**src/sv/rgb_led_blink_controller_unit_assert.svh**
```systemverilog
// Assertion macros shared by the RGB LED blink controller modules.
`ifndef RGB_LED_BLINK_CONTROLLER_UNIT_ASSERT_SVH
`define RGB_LED_BLINK_CONTROLLER_UNIT_ASSERT_SVH

// Check that a condition implies a consequence in the same cycle.
`define RGBLED_ASSERT_IMPLY(label, ante, cons, msg) \
    label: assert property (@(posedge clk) disable iff (!rst_n) (ante) |-> (cons)) \
        else $error(msg);

// Check that a condition implies a consequence in the next cycle.
`define RGBLED_ASSERT_NEXT(label, ante, cons, msg) \
    label: assert property (@(posedge clk) disable iff (!rst_n) (ante) |=> (cons)) \
        else $error(msg);

`endif

```
**src/sv/rgbled_pkg.sv**
```systemverilog
// Package with types and constants of the RGB LED blink controller.
package rgbled_pkg;

    localparam int unsigned TIME_W  = 32;
    localparam int unsigned COUNT_W = 16;

    localparam logic [TIME_W-1:0] ON_TIME_RESET  = 32'd500;
    localparam logic [TIME_W-1:0] OFF_TIME_RESET = 32'd500;
    localparam logic [TIME_W-1:0] ELAPSED_MAX    = '1;
    localparam logic [2:0]        PINS_DARK      = 3'b111;

    typedef enum logic [2:0] {
        OP_TICK       = 3'd0,
        OP_ON         = 3'd1,
        OP_OFF        = 3'd2,
        OP_BLINK      = 3'd3,
        OP_BLINK_CNT  = 3'd4,
        OP_SET_COLOUR = 3'd5
    } op_t;

    typedef enum logic [2:0] {
        ST_TURN_ON   = 3'd0,
        ST_ON        = 3'd1,
        ST_TURN_OFF  = 3'd2,
        ST_OFF       = 3'd3,
        ST_START_ON  = 3'd4,
        ST_BLINK_ON  = 3'd5,
        ST_START_OFF = 3'd6,
        ST_BLINK_OFF = 3'd7
    } lamp_state_t;

    typedef enum logic {
        CFG_ON_TIME  = 1'b0,
        CFG_OFF_TIME = 1'b1
    } cfg_index_t;

    typedef struct packed {
        logic [2:0]         op;
        logic [COUNT_W-1:0] count;
        logic [2:0]         colour;
    } step_t;

    typedef struct packed {
        logic [2:0]  pins;
        lamp_state_t mode;
    } result_t;

endpackage

```
**src/sv/rgbled_core.sv**
```systemverilog
// State machine and state registers of the RGB LED blink controller.
`include "rgb_led_blink_controller_unit_assert.svh"

module rgbled_core
    import rgbled_pkg::*;
(
    input  logic              clk,
    input  logic              rst_n,
    input  logic              step_en,
    input  step_t             step,
    input  logic [TIME_W-1:0] on_time,
    input  logic [TIME_W-1:0] off_time,
    output result_t           result_next
);

    lamp_state_t        mode_reg;
    lamp_state_t        mode_next;
    lamp_state_t        tick_mode;
    logic [TIME_W-1:0]  elapsed_reg;
    logic [TIME_W-1:0]  elapsed_next;
    logic [TIME_W-1:0]  elapsed_inc;
    logic [COUNT_W-1:0] repeats_reg;
    logic [COUNT_W-1:0] repeats_next;
    logic               forever_reg;
    logic               forever_next;
    logic [2:0]         colour_reg;
    logic [2:0]         colour_next;
    logic [2:0]         pins_reg;
    logic [2:0]         pins_next;

    assign elapsed_inc = (elapsed_reg == ELAPSED_MAX) ? elapsed_reg : elapsed_reg + 1'b1;

    always_comb
    begin
        mode_next    = mode_reg;
        elapsed_next = elapsed_reg;
        repeats_next = repeats_reg;
        forever_next = forever_reg;
        colour_next  = colour_reg;
        tick_mode    = mode_reg;
        case (step.op)
            OP_TICK:
            begin
                case (mode_reg)
                    ST_TURN_ON:   tick_mode = ST_ON;
                    ST_TURN_OFF:  tick_mode = ST_OFF;
                    ST_START_ON:  tick_mode = ST_BLINK_ON;
                    ST_START_OFF: tick_mode = ST_BLINK_OFF;
                    ST_BLINK_ON:
                    begin
                        if (elapsed_inc > on_time)
                        begin
                            tick_mode = ST_START_OFF;
                        end
                    end
                    ST_BLINK_OFF:
                    begin
                        if (elapsed_inc > off_time)
                        begin
                            if (forever_reg)
                            begin
                                tick_mode = ST_START_ON;
                            end
                            else if (repeats_reg != '0)
                            begin
                                repeats_next = repeats_reg - 1'b1;
                                tick_mode    = ST_START_ON;
                            end
                        end
                    end
                    default: tick_mode = mode_reg;
                endcase
                if (tick_mode != mode_reg)
                begin
                    mode_next    = tick_mode;
                    elapsed_next = '0;
                end
                else
                begin
                    elapsed_next = elapsed_inc;
                end
            end
            OP_ON:
            begin
                mode_next    = ST_TURN_ON;
                elapsed_next = '0;
            end
            OP_OFF:
            begin
                mode_next    = ST_TURN_OFF;
                elapsed_next = '0;
            end
            OP_BLINK:
            begin
                forever_next = 1'b1;
                mode_next    = ST_START_ON;
                elapsed_next = '0;
            end
            OP_BLINK_CNT:
            begin
                forever_next = 1'b0;
                repeats_next = step.count;
                mode_next    = ST_START_ON;
                elapsed_next = '0;
            end
            OP_SET_COLOUR: colour_next = step.colour;
            default:       mode_next = mode_reg;
        endcase
    end

    always_comb
    begin
        pins_next = pins_reg;
        case (step.op)
            OP_TICK:
            begin
                case (mode_reg)
                    ST_TURN_ON, ST_START_ON:   pins_next = ~colour_reg;
                    ST_TURN_OFF, ST_START_OFF: pins_next = PINS_DARK;
                    default:                   pins_next = pins_reg;
                endcase
            end
            OP_SET_COLOUR:
            begin
                if (mode_reg == ST_TURN_ON || mode_reg == ST_ON ||
                    mode_reg == ST_START_ON || mode_reg == ST_BLINK_ON)
                begin
                    pins_next = ~step.colour;
                end
            end
            default: pins_next = pins_reg;
        endcase
    end

    assign result_next.pins = pins_next;
    assign result_next.mode = mode_next;

    always_ff @(posedge clk or negedge rst_n)
    begin
        if (!rst_n)
        begin
            mode_reg    <= ST_OFF;
            elapsed_reg <= '0;
            repeats_reg <= '0;
            forever_reg <= 1'b0;
            colour_reg  <= '0;
            pins_reg    <= PINS_DARK;
        end
        else if (step_en)
        begin
            mode_reg    <= mode_next;
            elapsed_reg <= elapsed_next;
            repeats_reg <= repeats_next;
            forever_reg <= forever_next;
            colour_reg  <= colour_next;
            pins_reg    <= pins_next;
        end
    end

    `RGBLED_ASSERT_IMPLY(a_off_dark, mode_reg == ST_OFF, pins_reg == PINS_DARK, "lit in off state")
    `RGBLED_ASSERT_IMPLY(a_blink_off_dark, mode_reg == ST_BLINK_OFF, pins_reg == PINS_DARK, "lit in blink off")
    `RGBLED_ASSERT_NEXT(a_turn_on_tick, step_en && step.op == OP_TICK && mode_reg == ST_TURN_ON, mode_reg == ST_ON && elapsed_reg == '0, "turn on did not settle")

endmodule

```
**src/sv/rgb_led_blink_controller_unit.sv**
```systemverilog
// Top level of the RGB LED blink controller: handshake stages and config registers.
//
// Channel   Direction  Handshake          Payload
// in        sink       in_valid/in_stall  op, count, want_red, want_green, want_blue
// out       source     out_valid/out_stall red_pin, green_pin, blue_pin, lamp_state
// cfg       sink       cfg_we             cfg_index, cfg_data
//
// One transaction per cycle sustained while the output is not stalled.
// The input register feeds the state update, whose result lands in the output register.
// Reset puts the lamp in the off state, dark, with both times at 500 ticks.
// A stalled output holds its result; the input stalls only when both stages are full
// and the output is stalled.
`include "rgb_led_blink_controller_unit_assert.svh"

module rgb_led_blink_controller_unit
    import rgbled_pkg::*;
(
    input  logic               clk,
    input  logic               rst_n,
    input  logic               in_valid,
    output logic               in_stall,
    input  logic [2:0]         op,
    input  logic [COUNT_W-1:0] count,
    input  logic               want_red,
    input  logic               want_green,
    input  logic               want_blue,
    output logic               out_valid,
    input  logic               out_stall,
    output logic               red_pin,
    output logic               green_pin,
    output logic               blue_pin,
    output logic [2:0]         lamp_state,
    input  logic               cfg_we,
    input  logic               cfg_index,
    input  logic [TIME_W-1:0]  cfg_data
);

    logic              stage_valid_reg;
    logic              stage_valid_next;
    step_t             stage_reg;
    logic              out_valid_reg;
    logic              out_valid_next;
    result_t           out_reg;
    result_t           core_result;
    logic              out_free;
    logic              advance;
    logic              in_take;
    logic [TIME_W-1:0] on_time_reg;
    logic [TIME_W-1:0] off_time_reg;

    assign out_free = !out_valid_reg || !out_stall;
    assign advance  = stage_valid_reg && out_free;
    assign in_stall = stage_valid_reg && !out_free;
    assign in_take  = in_valid && !in_stall;

    assign stage_valid_next = in_take || (stage_valid_reg && !advance);
    assign out_valid_next   = advance || (out_valid_reg && out_stall);

    rgbled_core u_core (
        .clk         (clk),
        .rst_n       (rst_n),
        .step_en     (advance),
        .step        (stage_reg),
        .on_time     (on_time_reg),
        .off_time    (off_time_reg),
        .result_next (core_result)
    );

    always_ff @(posedge clk or negedge rst_n)
    begin
        if (!rst_n)
        begin
            on_time_reg  <= ON_TIME_RESET;
            off_time_reg <= OFF_TIME_RESET;
        end
        else if (cfg_we)
        begin
            case (cfg_index)
                CFG_ON_TIME:  on_time_reg  <= cfg_data;
                CFG_OFF_TIME: off_time_reg <= cfg_data;
                default:      on_time_reg  <= on_time_reg;
            endcase
        end
    end

    always_ff @(posedge clk or negedge rst_n)
    begin
        if (!rst_n)
        begin
            stage_valid_reg <= 1'b0;
            out_valid_reg   <= 1'b0;
        end
        else
        begin
            stage_valid_reg <= stage_valid_next;
            out_valid_reg   <= out_valid_next;
        end
    end

    always_ff @(posedge clk)
    begin
        if (in_take)
        begin
            stage_reg.op     <= op;
            stage_reg.count  <= count;
            stage_reg.colour <= {want_blue, want_green, want_red};
        end
        if (advance)
        begin
            out_reg <= core_result;
        end
    end

    assign out_valid  = out_valid_reg;
    assign red_pin    = out_reg.pins[0];
    assign green_pin  = out_reg.pins[1];
    assign blue_pin   = out_reg.pins[2];
    assign lamp_state = out_reg.mode;

    `RGBLED_ASSERT_IMPLY(a_stall_full, in_stall, stage_valid_reg && out_valid_reg && out_stall, "stall with free slot")
    `RGBLED_ASSERT_NEXT(a_advance_out, advance, out_valid_reg, "advanced transaction lost")
    `RGBLED_ASSERT_NEXT(a_drain, out_valid_reg && !out_stall && !advance, !out_valid_reg, "transaction repeated")

endmodule
```
**config.mk**
```make
export PLATFORM = sky130hd
export DESIGN_NAME = rgb_led_blink_controller_unit
export DESIGN_NICKNAME = d
export VERILOG_FILES = /design/src/sv/rgbled_pkg.sv /design/src/sv/rgbled_core.sv /design/src/sv/rgb_led_blink_controller_unit.sv
export VERILOG_INCLUDE_DIRS = /design/src /design/src/sv
export SDC_FILE = /design/constraint.sdc
export NUM_CORES = 1
export LEC_CHECK = 0
export ABC_AREA = 1
export BUFFER_PORTS_ARGS = -buffer_cell sky130_fd_sc_hd__buf_2
export CAP_MARGIN = 20
export CORE_MARGIN = 3
export CORE_UTILIZATION = 61
export DETAILED_ROUTE_END_ITERATION = 6
export PLACE_DENSITY = 0.9
export SYNTH_ARGS = -nofsm -noshare
export SYNTH_HDL_FRONTEND = slang
export SYNTH_SLANG_ARGS = --single-unit
export TNS_END_PERCENT = 20
```
**constraint.sdc**
```tcl
create_clock -name clk -period 3.9 [get_ports clk]
set_input_delay 0 -clock clk [delete_from_list [all_inputs] [get_ports clk]]
set_output_delay 0 -clock clk [all_outputs]
set_load 0.01 [all_outputs]
```
* Word-level counts from Yosys, hierarchy flattened
Cells that the tools add are included.
** Word-level totals
- Register bits :: 152
- Input bits :: 60
- Word-level logic and storage cells :: 91
- Output and inout port bits :: 8
** Operators by class
- Reductions and logical operators :: 32
- $add $sub $neg :: 2
- Bitwise logic cells :: 3
- $lt $le $gt $ge :: 2
- Equality and inequality tests :: 17
- Multiplexer cells :: 20
** Operators with widths (count)
- $gt A32 B32 Y1 :: 2
- $mux W16 :: 4
- $mux W32 :: 2
- $pmux W32 S2 :: 1
- $add A32 B1 Y32 const B :: 1
- $eq A32 B32 Y1 const B :: 1
- $pmux W16 S2 :: 1
- $mux W3 :: 7
- $eq A3 B3 Y1 const B :: 6
- $pmux W3 S6 :: 1
- $reduce_bool A16 Y1 :: 1
- $sub A16 B1 Y16 const B :: 1
- $pmux W3 S2 :: 2
- $pmux W3 S4 :: 1
- $reduce_and A2 Y1 :: 5
- $eq A3 B2 Y1 const B :: 3
- $eq A3 B1 Y1 const B :: 2
- $logic_not A3 Y1 :: 2
- $logic_or A1 B1 Y1 :: 6
- $not A3 Y3 :: 2
- $reduce_and A6 Y1 :: 1
- $reduce_bool A2 Y1 :: 3
- $reduce_or A2 Y1 :: 3
- $logic_and A1 B1 Y1 :: 5
- 7 further kinds :: 13

* Logic depth before layout (Yosys ltp)
Gate-level depths: netlist (run 1).
- Word-level depth :: 9
- Mapped depth :: 29
- Gate-level depth less buffers :: 29

* Cells and area by module
From an unflattened synthesis (run 1), not the netlist that was laid out.
** Unflattened totals
- Cell total of the unflattened synthesis :: 1170
- Area total of the unflattened synthesis :: 9251.4 um^2
** By module, submodules not included
- rgbled_core :: times used 1, cells each 851, sequential area each 1457.6 um^2, area each 5690.5 um^2
- rgb_led_blink_controller_unit :: times used 1, cells each 319, sequential area each 2507.4 um^2, area each 3560.9 um^2

* Worst setup path before layout (run 1)
OpenSTA, ideal clock, no wires.
- Kind :: flip-flop to flip-flop
- Start :: reg u_core.elapsed_reg[0]
- End :: reg u_core.repeats_reg[11]
- Arrival time :: 2.878 ns
- Clock period less this slack :: 2.995 ns
- Setup slack :: 0.905 ns
- Cell stages (with the launch flop) :: 23
- Library setup time :: 0.117 ns
- Required time :: 3.783 ns
- Path buffers :: 1
- Cells stage by stage :: dfrtp_1 > ha_1 > nand2_1 > nor2_4 > nand2_2 > inv_1 > nand3_2 > nor3_1 > xnor2_1 > nand2_1 > ha_1 > nand2_1 > nor2_1 > nand2_1 > nor2_1 > nand2_1 > a21boi_2 > nand4_2 > nand2_4 > nand2_4 > buf_6 > nand2_1 > nand2_1
** Between the ends
- Cells in the longest elaborated chain, start to end :: 5
- Elaborated cells on any way between the ends :: 6
- Those cells by class :: 1 x add/sub; 1 x order compare; 2 x eq/ne; 1 x mux; 1 x reduce/logical
** RTL lines
- start, declared :: line rgbled_core.sv:19 : logic [TIME_W-1:0] elapsed_reg;
- start signal, assigned :: line rgbled_core.sv:152 : elapsed_reg <= elapsed_next;
- $add A32 B1 Y32 or $eq A32 B32 Y1 (tied branches) :: line rgbled_core.sv:31 : assign elapsed_inc = (elapsed_reg == ELAPSED_MAX) ? elapsed_reg : elapsed_reg + 1'b1;
- $mux W32 (*) :: line rgbled_core.sv:31
- $gt A32 B32 Y1 (*) :: line rgbled_core.sv:58 : if (elapsed_inc > off_time)
- $ne A2 B1 Y1 (no source line) (*)
- $reduce_and A6 Y1 (no source line) (*)
- end signal, assigned :: line rgbled_core.sv:153 : repeats_reg <= repeats_next;
- end, declared :: line rgbled_core.sv:22 : logic [COUNT_W-1:0] repeats_reg;
Every way passes the cells marked *; elsewhere a longest branch is shown, timed or not.
A chain may end at the register's enable or synchronous reset.

* Worst setup path after layout (run 1)
- Start :: reg u_core.elapsed_reg[0]
- End :: reg u_core.repeats_reg[10]
Same word-level chain as after synthesis.

==> flow_summary.yaml, run 1 <==
run_status:
  outcome: "finished with violations"
  violations: "DRC"
clock_tree:
  cts_made_buffers: 17
  cts_tree: "yes"
  clockBufferDepth: 2
  clock-root-buffer: "clkbuf_16"
  clk-insertion-delay-late_ns: 0.45
  cts.sinks: 152
  clkTransAtPathRegs_ns: 0.08
  cts_max_level: 4
synthesis:
  synth_most_common_cell: "nand2_1"
  synth_nets: 1258
  synthArstFlopShare: 0.816
  synth_area_mm2: 0.00926
  synth_cell_type_count: 49
  syn_area_per_cell_um2: 8.18
  netlist_top_cells_count: "322 x nand2_1, 170 x inv_1, 107 x dfrtp_1"
  yosysWarningCount: 0
  synth.top_cell.area_share: 0.289
  netlist_top_cells_area: "dfrtp_1 29%, nand2_1 13%, edfxtp_1 9.1%, ha_1 8.9%, inv_1 6.9%"
  synth_cells: 1132
  synth_ff_type: "dfrtp_1"
  yosysSeqAreaShare: 0.428
  synth-seq-cells: 152
  yosysTopAreaCell: "dfrtp_1"
  synth_edf_count: 28
worst_hold_path:
  min-delay-path-class: "in -> reg"
  hp-start: "cfg_index"
placement:
  place_inst: 1363
  postPlaceCellArea_mm2: 0.00975
  io_buffers: 67
  place_hpwl_um: 15300
  gp_congestion: 1.00
sta:
  slew_violations: 0
  slew_headroom: 0.324
  fin_worst_skew_ns: 0.0205
  post-route-min-period_ns: 3.80
  worstMarginPinSlew_ns: 1.01
  hold_ws_ns: 0.0647
  tns_ns: 0
  setup_viol: 0
  fmaxAchievable_mhz: 263
  final.period_utilization: 0.974
  hold_viol_final: 0
critical_path:
  startpoint_type: "flip-flop"
  crit_arrival_ns: 4.17
  cp_slowest_cell: "dfrtp_1"
  critPathMaxFanout: 10
  path_cells: "ha_1, nand2_1, nor2_4, buf_4, nand2_1, nor2_4, nand4_4, buf_12, o21ai_0, ha_1, nand2_1, nor2_1, nand2_1, nand2_1, nand2_1, nand2_1, nand2_1, a21boi_2, nand4_2, nand2_4, buf_6, nand3_1, nand2_1"
  crit_start: "u_core.elapsed_reg[0]"
  cp-end-kind: "flip-flop"
  cp_slowest_stage_delay_ns: 0.40
  critPathRequiredTime_ns: 4.28
  r2r-start: "u_core.elapsed_reg[0]"
  critPathMostFrequentCell: "nand2_1"
  worstSetupPathType: "reg -> reg"
layout:
  final_nets: 1393
  diodes: 0
  area.growth.synth_to_final_pct: 20.4
  drive_above_1_share: 0.175
  final_core_utilization: 0.759
  fin_cells: 1464
  design_area_mm2: 0.0112
global_route:
  antenna_found_initial: 0
  gr-usage-all-layers: 0.305
  gr-total-overflow: 0
  grt_pass1_wl_um: 40000
  first_global_vias: 8185
  grt_max_degree: 65
route:
  drc: 4
  drt_iter0_drc: 941
  vias_per_cell: 5.95
  wl_met3_um: 2140
  routed_wirelength_um: 25900
  dr.pass1.iters: 7
  num_vias: 8715
  ant_nets: 0
  wl_per_cell_um: 17.7
  wl_met2_um: 12500
  route.top_layer_used: "met4"
  wl_met1_um: 9880
die:
  ioPinCount: 68
  dieArea_mm2: 0.0167
  initial_core_util: 0.630
  dieWidth_um: 129
  num_rows: 44
  die_y_um: 129
  core_mm2: 0.0147
power_and_ir_drop:
  powerDensity_mw_per_mm2: 435
  p_leak_nw: 5.55
  clkPwrFrac: 0.348
  sw_frac_of_total: 0.352
  p_int_mw: 3.15
  combPwrFrac: 0.225
  ir_drop_mv: 0.409
  p_switching_mw: 1.71
  p_seq_frac: 0.427
job:
  max_cap_violations: 0
-- cell type report --
type,count,area (um2)
Sequential cell,152,3970
Clock inverter,15,176
Timing Repair Buffer,145,1150
Inverter,178,668
Fill cell,863,3550
Tap cell,184,230
Multi-Input combinational cell,773,4540
Clock buffer,17,425
-- power by group through the flow --
stage	Sequential [mW]	Combinational, mW	Clock [mW]
2_1_floorplan	2.03	0.701	0
3_3_place_gp	2.06	0.881	0
3_5_place_dp	2.07	0.921	0
4_1_cts	2.05	0.983	1.67
5_1_grt	2.09	1.22	1.76
6_report	2.07	1.09	1.69
-- kinds of logic (layout without fill, tap and decap cells) --
| family | Yosys count | after routing | synth area share |
|---|---|---|---|
| XOR/XNOR | 30 | 30 | 0.0292 |
| AND/OR/NAND/NOR | 491 | 491 | 0.233 |
| flip-flops | 152 | 152 | 0.428 |
| buffers and inverters | 207 | 355 | 0.0902 |
| multiplexers | 4 | 4 | 0.00473 |
| AO/OA/AOI/OAI | 182 | 182 | 0.126 |
| adder cells (fa/ha/maj) | 66 | 66 | 0.0891 |
-- cell usage in the layout, fill, tap and decap left out, types with 4 or more instances in the layout --
cell type	Yosys	final
inv_8	0	6
clkbuf_16	0	18
nor2_4	5	5
nor4_1	4	4
dfrtp_1	107	107
nand2_1	322	317
nor2_2	5	7
ha_1	66	65
buf_2	8	66
o22ai_2	24	24
dlygate4sd3_1	0	58
clkinv_8	0	4
nor3_1	19	17
xnor2_1	4	4
inv_1	170	169
a21oi_1	42	42
o21ai_0	88	88
dfstp_2	17	17
edfxtp_1	28	28
nand4_1	12	12
o21ai_2	6	6
nor2_1	59	57
inv_2	6	7
buf_4	1	15
xor2_1	25	24
nor3_2	5	6
nand2_2	6	10
clkinv_4	0	4
nand3_1	38	38
or2_2	4	4
o21a_1	4	4
-- through the flow --
step	setup slack (ns)	total power [mW]
finish	0.101	4.85
global route	-0.0270	5.07
CTS	0.193	4.70
detailed placement	0.278	2.99
global placement	0.335	2.94
floorplan	0.905	2.73
-- critical path: cells and delay by family (launching register included) --
family          cells  cell delay (ns)
simple gates       16             1.94
buf+inv             3             0.48
flops               1             0.40
compound gates      2             0.48
fa+ha+maj           2             0.45
-- what timing repair did --
action / CTS / global route
resized for setup: 0 / 14
endpoints found under the setup margin: 0 / 50
endpoints found under the hold margin: 138 / 0
setup buffers: 0 / 8
hold buffers: 58 / 0
-- worst paths after layout --
kind | to | slack [ns] | depth (start not counted)
min | off_time_reg[6] | 0.06 | 5
min in group asynchronous | on_time_reg[11] | 0.17 | 2
max in group asynchronous | on_time_reg[20] | 2.77 | 3
max reg2reg | u_core.repeats_reg[10] | 0.10 | 23
min reg2reg | u_core.pins_reg[0] | 0.48 | 2
max | u_core.repeats_reg[10] | 0.10 | 23
-- per-layer routing --
layer | global-route usage | vias up
li1 | - | 3935
met1 | 0.384 | 4098
met2 | 0.498 | 554
met3 | 0.0581 | 128
met4 | 0.166 | 0
met5 | 0 | -
No activity file was read; power rests on OpenSTA's default activity.
==> run 2, diff against run 1 <==
Settings changed: CORE_MARGIN 3 to 2.
==> flow_summary.yaml, run 2 (synthesized netlist as in run 1, its figures left out) <==
run_status:
  outcome: "finished with violations"
  violations: "DRC, setup timing"
layout:
  diodes: 0
  drive_above_1_share: 0.175
  area.growth.synth_to_final_pct: 20.3
  layout_common_cells: "315 x nand2_1, 170 x inv_1, 107 x dfrtp_1"
  final_nets: 1390
  fin_cells: 1465
  layout_commonest_cell: "nand2_1"
  final_core_utilization: 0.741
sta:
  slew_violations: 0
  setup_slack_ns: -0.191
  setup_viol: 50
  hold_viol_final: 0
  post-route-min-period_ns: 4.09
  fmaxAchievable_mhz: 244
  hold_ws_ns: 0.147
  fin_worst_skew_ns: 0.0186
  rsz0062_at_grt: "true"
  slew_headroom: 0.313
  tns_ns: -4.89
  worstMarginPinSlew_ns: 1.03
  final.period_utilization: 1.05
die:
  dieArea_mm2: 0.0162
  ioPinCount: 68
  dieWidth_um: 127
  initial_core_util: 0.616
  die_y_um: 127
  core_mm2: 0.0150
  num_rows: 45
global_route:
  grt_max_degree: 74
  gr-total-overflow: 0
  antenna_found_initial: 0
  first_global_vias: 8365
  grt_pass1_wl_um: 40800
  gr-usage-all-layers: 0.317
clock_tree:
  cts_tree: "yes"
  cts.sinks: 152
  cts_max_level: 4
  clock-root-buffer: "clkbuf_16"
  clk-insertion-delay-late_ns: 0.45
  clockBufferDepth: 2
  cts_made_buffers: 17
  clkTransAtPathRegs_ns: 0.07
critical_path:
  critPathMaxFanout: 16
  crit_arrival_ns: 4.42
  path_cells: "ha_1, nand2_1, nor2_4, nand2_4, nor4_1, xor2_1, nand2_1, ha_1, nand2_1, nor2_1, nand2_1, a21oi_1, nor2_1, a21boi_4, nand4_4, nand2_8, nand2_8, nand2_1, nand2_1"
  cp-end-kind: "flip-flop"
  cp_slowest_stage_delay_ns: 0.51
  cp_slowest_cell: "nor4_1"
  critical_path.top_delay_family: "simple AND/OR/NAND/NOR gates"
  critPathBufInv: 0
  critPathRequiredTime_ns: 4.23
  worstSetupPathType: "reg -> reg"
  critPathMostFrequentCell: "nand2_1"
  startpoint_type: "flip-flop"
route:
  dr.pass1.iters: 7
  wl_per_cell_um: 18.2
  vias_per_cell: 5.98
  num_vias: 8755
  drc: 8
  routed_wirelength_um: 26600
  drt_iter0_drc: 1146
  ant_nets: 0
placement:
  io_buffers: 67
  place_hpwl_um: 15300
  gp_congestion: 0.976
  place_inst: 1366
worst_hold_path:
  min-delay-path-class: "in -> async"
job:
  max_cap_violations: 0
power_and_ir_drop:
  p_leak_nw: 5.52
  powerDensity_mw_per_mm2: 436
  total_power_mw: 4.86
  ir_drop_mv: 0.414
run 2: cell count changes in the layout (fill, tap and decap cells not counted), moves of 2 or more:
cell | before | now
buf_4 | 15 | 11
buf_8 | 0 | 2
clkinv_4 | 4 | 1
clkinvlp_4 | 0 | 3
nand2_1 | 317 | 315
nand2_2 | 10 | 12
nor3_2 | 6 | 8
run 2: metrics by stage:
stage / instance area, um2 / setup WS [ns]
after CTS: 10900 / 0.203
after global placement: 9750 / 0.367
after global routing: 11100 / -0.245
after floorplan: 9260 / 0.905
after detailed placement: 9750 / 0.260
final: 11100 / -0.191
run 2: layer usage:
metal,vias up,wire length (um),GRT usage
li1,3923,-,-
met1,4060,9930,0.399
met2,616,12900,0.528
met3,156,2340,0.0750
met4,0,1510,0.137
met5,-,0,0
run 2: worst reg2reg max path: stages (launching register included):
cell      delay, ns
dfrtp_1        0.44
ha_1           0.22
nand2_1        0.13
nor2_4         0.20
nand2_4        0.10
nor4_1         0.52
xor2_1         0.23
nand2_1        0.16
ha_1           0.32
nand2_1        0.08
nor2_1         0.14
nand2_1        0.12
a21oi_1        0.22
nor2_1         0.16
a21boi_4       0.26
nand4_4        0.15
nand2_8        0.16
nand2_8        0.14
nand2_1        0.18
nand2_1        0.07
run 2: worst paths after layout:
check                                 startpoint                     to  slack (ns)  cells past startpoint
hold / removal                             rst_n       off_time_reg[10]        0.15                      2
max in group asynchronous                  rst_n         on_time_reg[2]        2.90                      3
setup / recovery           u_core.elapsed_reg[0]  u_core.repeats_reg[2]       -0.19                     19
min in group clk                       cfg_index        off_time_reg[6]        0.15                      4
setup reg to reg           u_core.elapsed_reg[0]  u_core.repeats_reg[2]       -0.19                     19
hold reg to reg               u_core.pins_reg[1]     u_core.pins_reg[1]        0.49                      2
run 2: final cells by class:
| cell class | instances | area (um2) |
|---|---|---|
| multi-input combinational | 773 | 4560 |
| tap | 188 | 235 |
| sequential | 152 | 3970 |
| timing repair buffer | 142 | 1110 |
| clock buffer | 17 | 425 |
| inverter | 178 | 668 |
| fill | 898 | 3890 |
| clock inverter | 15 | 173 |
run 2: power by group:
| group | internal [mW] | leakage [nW] | total, mW | switching, mW |
|---|---|---|---|---|
| Combinational | 0.400 | 3.41 | 1.09 | 0.694 |
| Clock | 0.866 | 0.283 | 1.68 | 0.816 |
| Sequential | 1.88 | 1.83 | 2.08 | 0.205 |
run 2: what timing repair did:
action,4_1_cts,5_1_grt
setup buffers,0,6
hold buffers,58,0
hold endpoints to repair,132,0
resized for setup,0,25
setup endpoints to repair,0,50
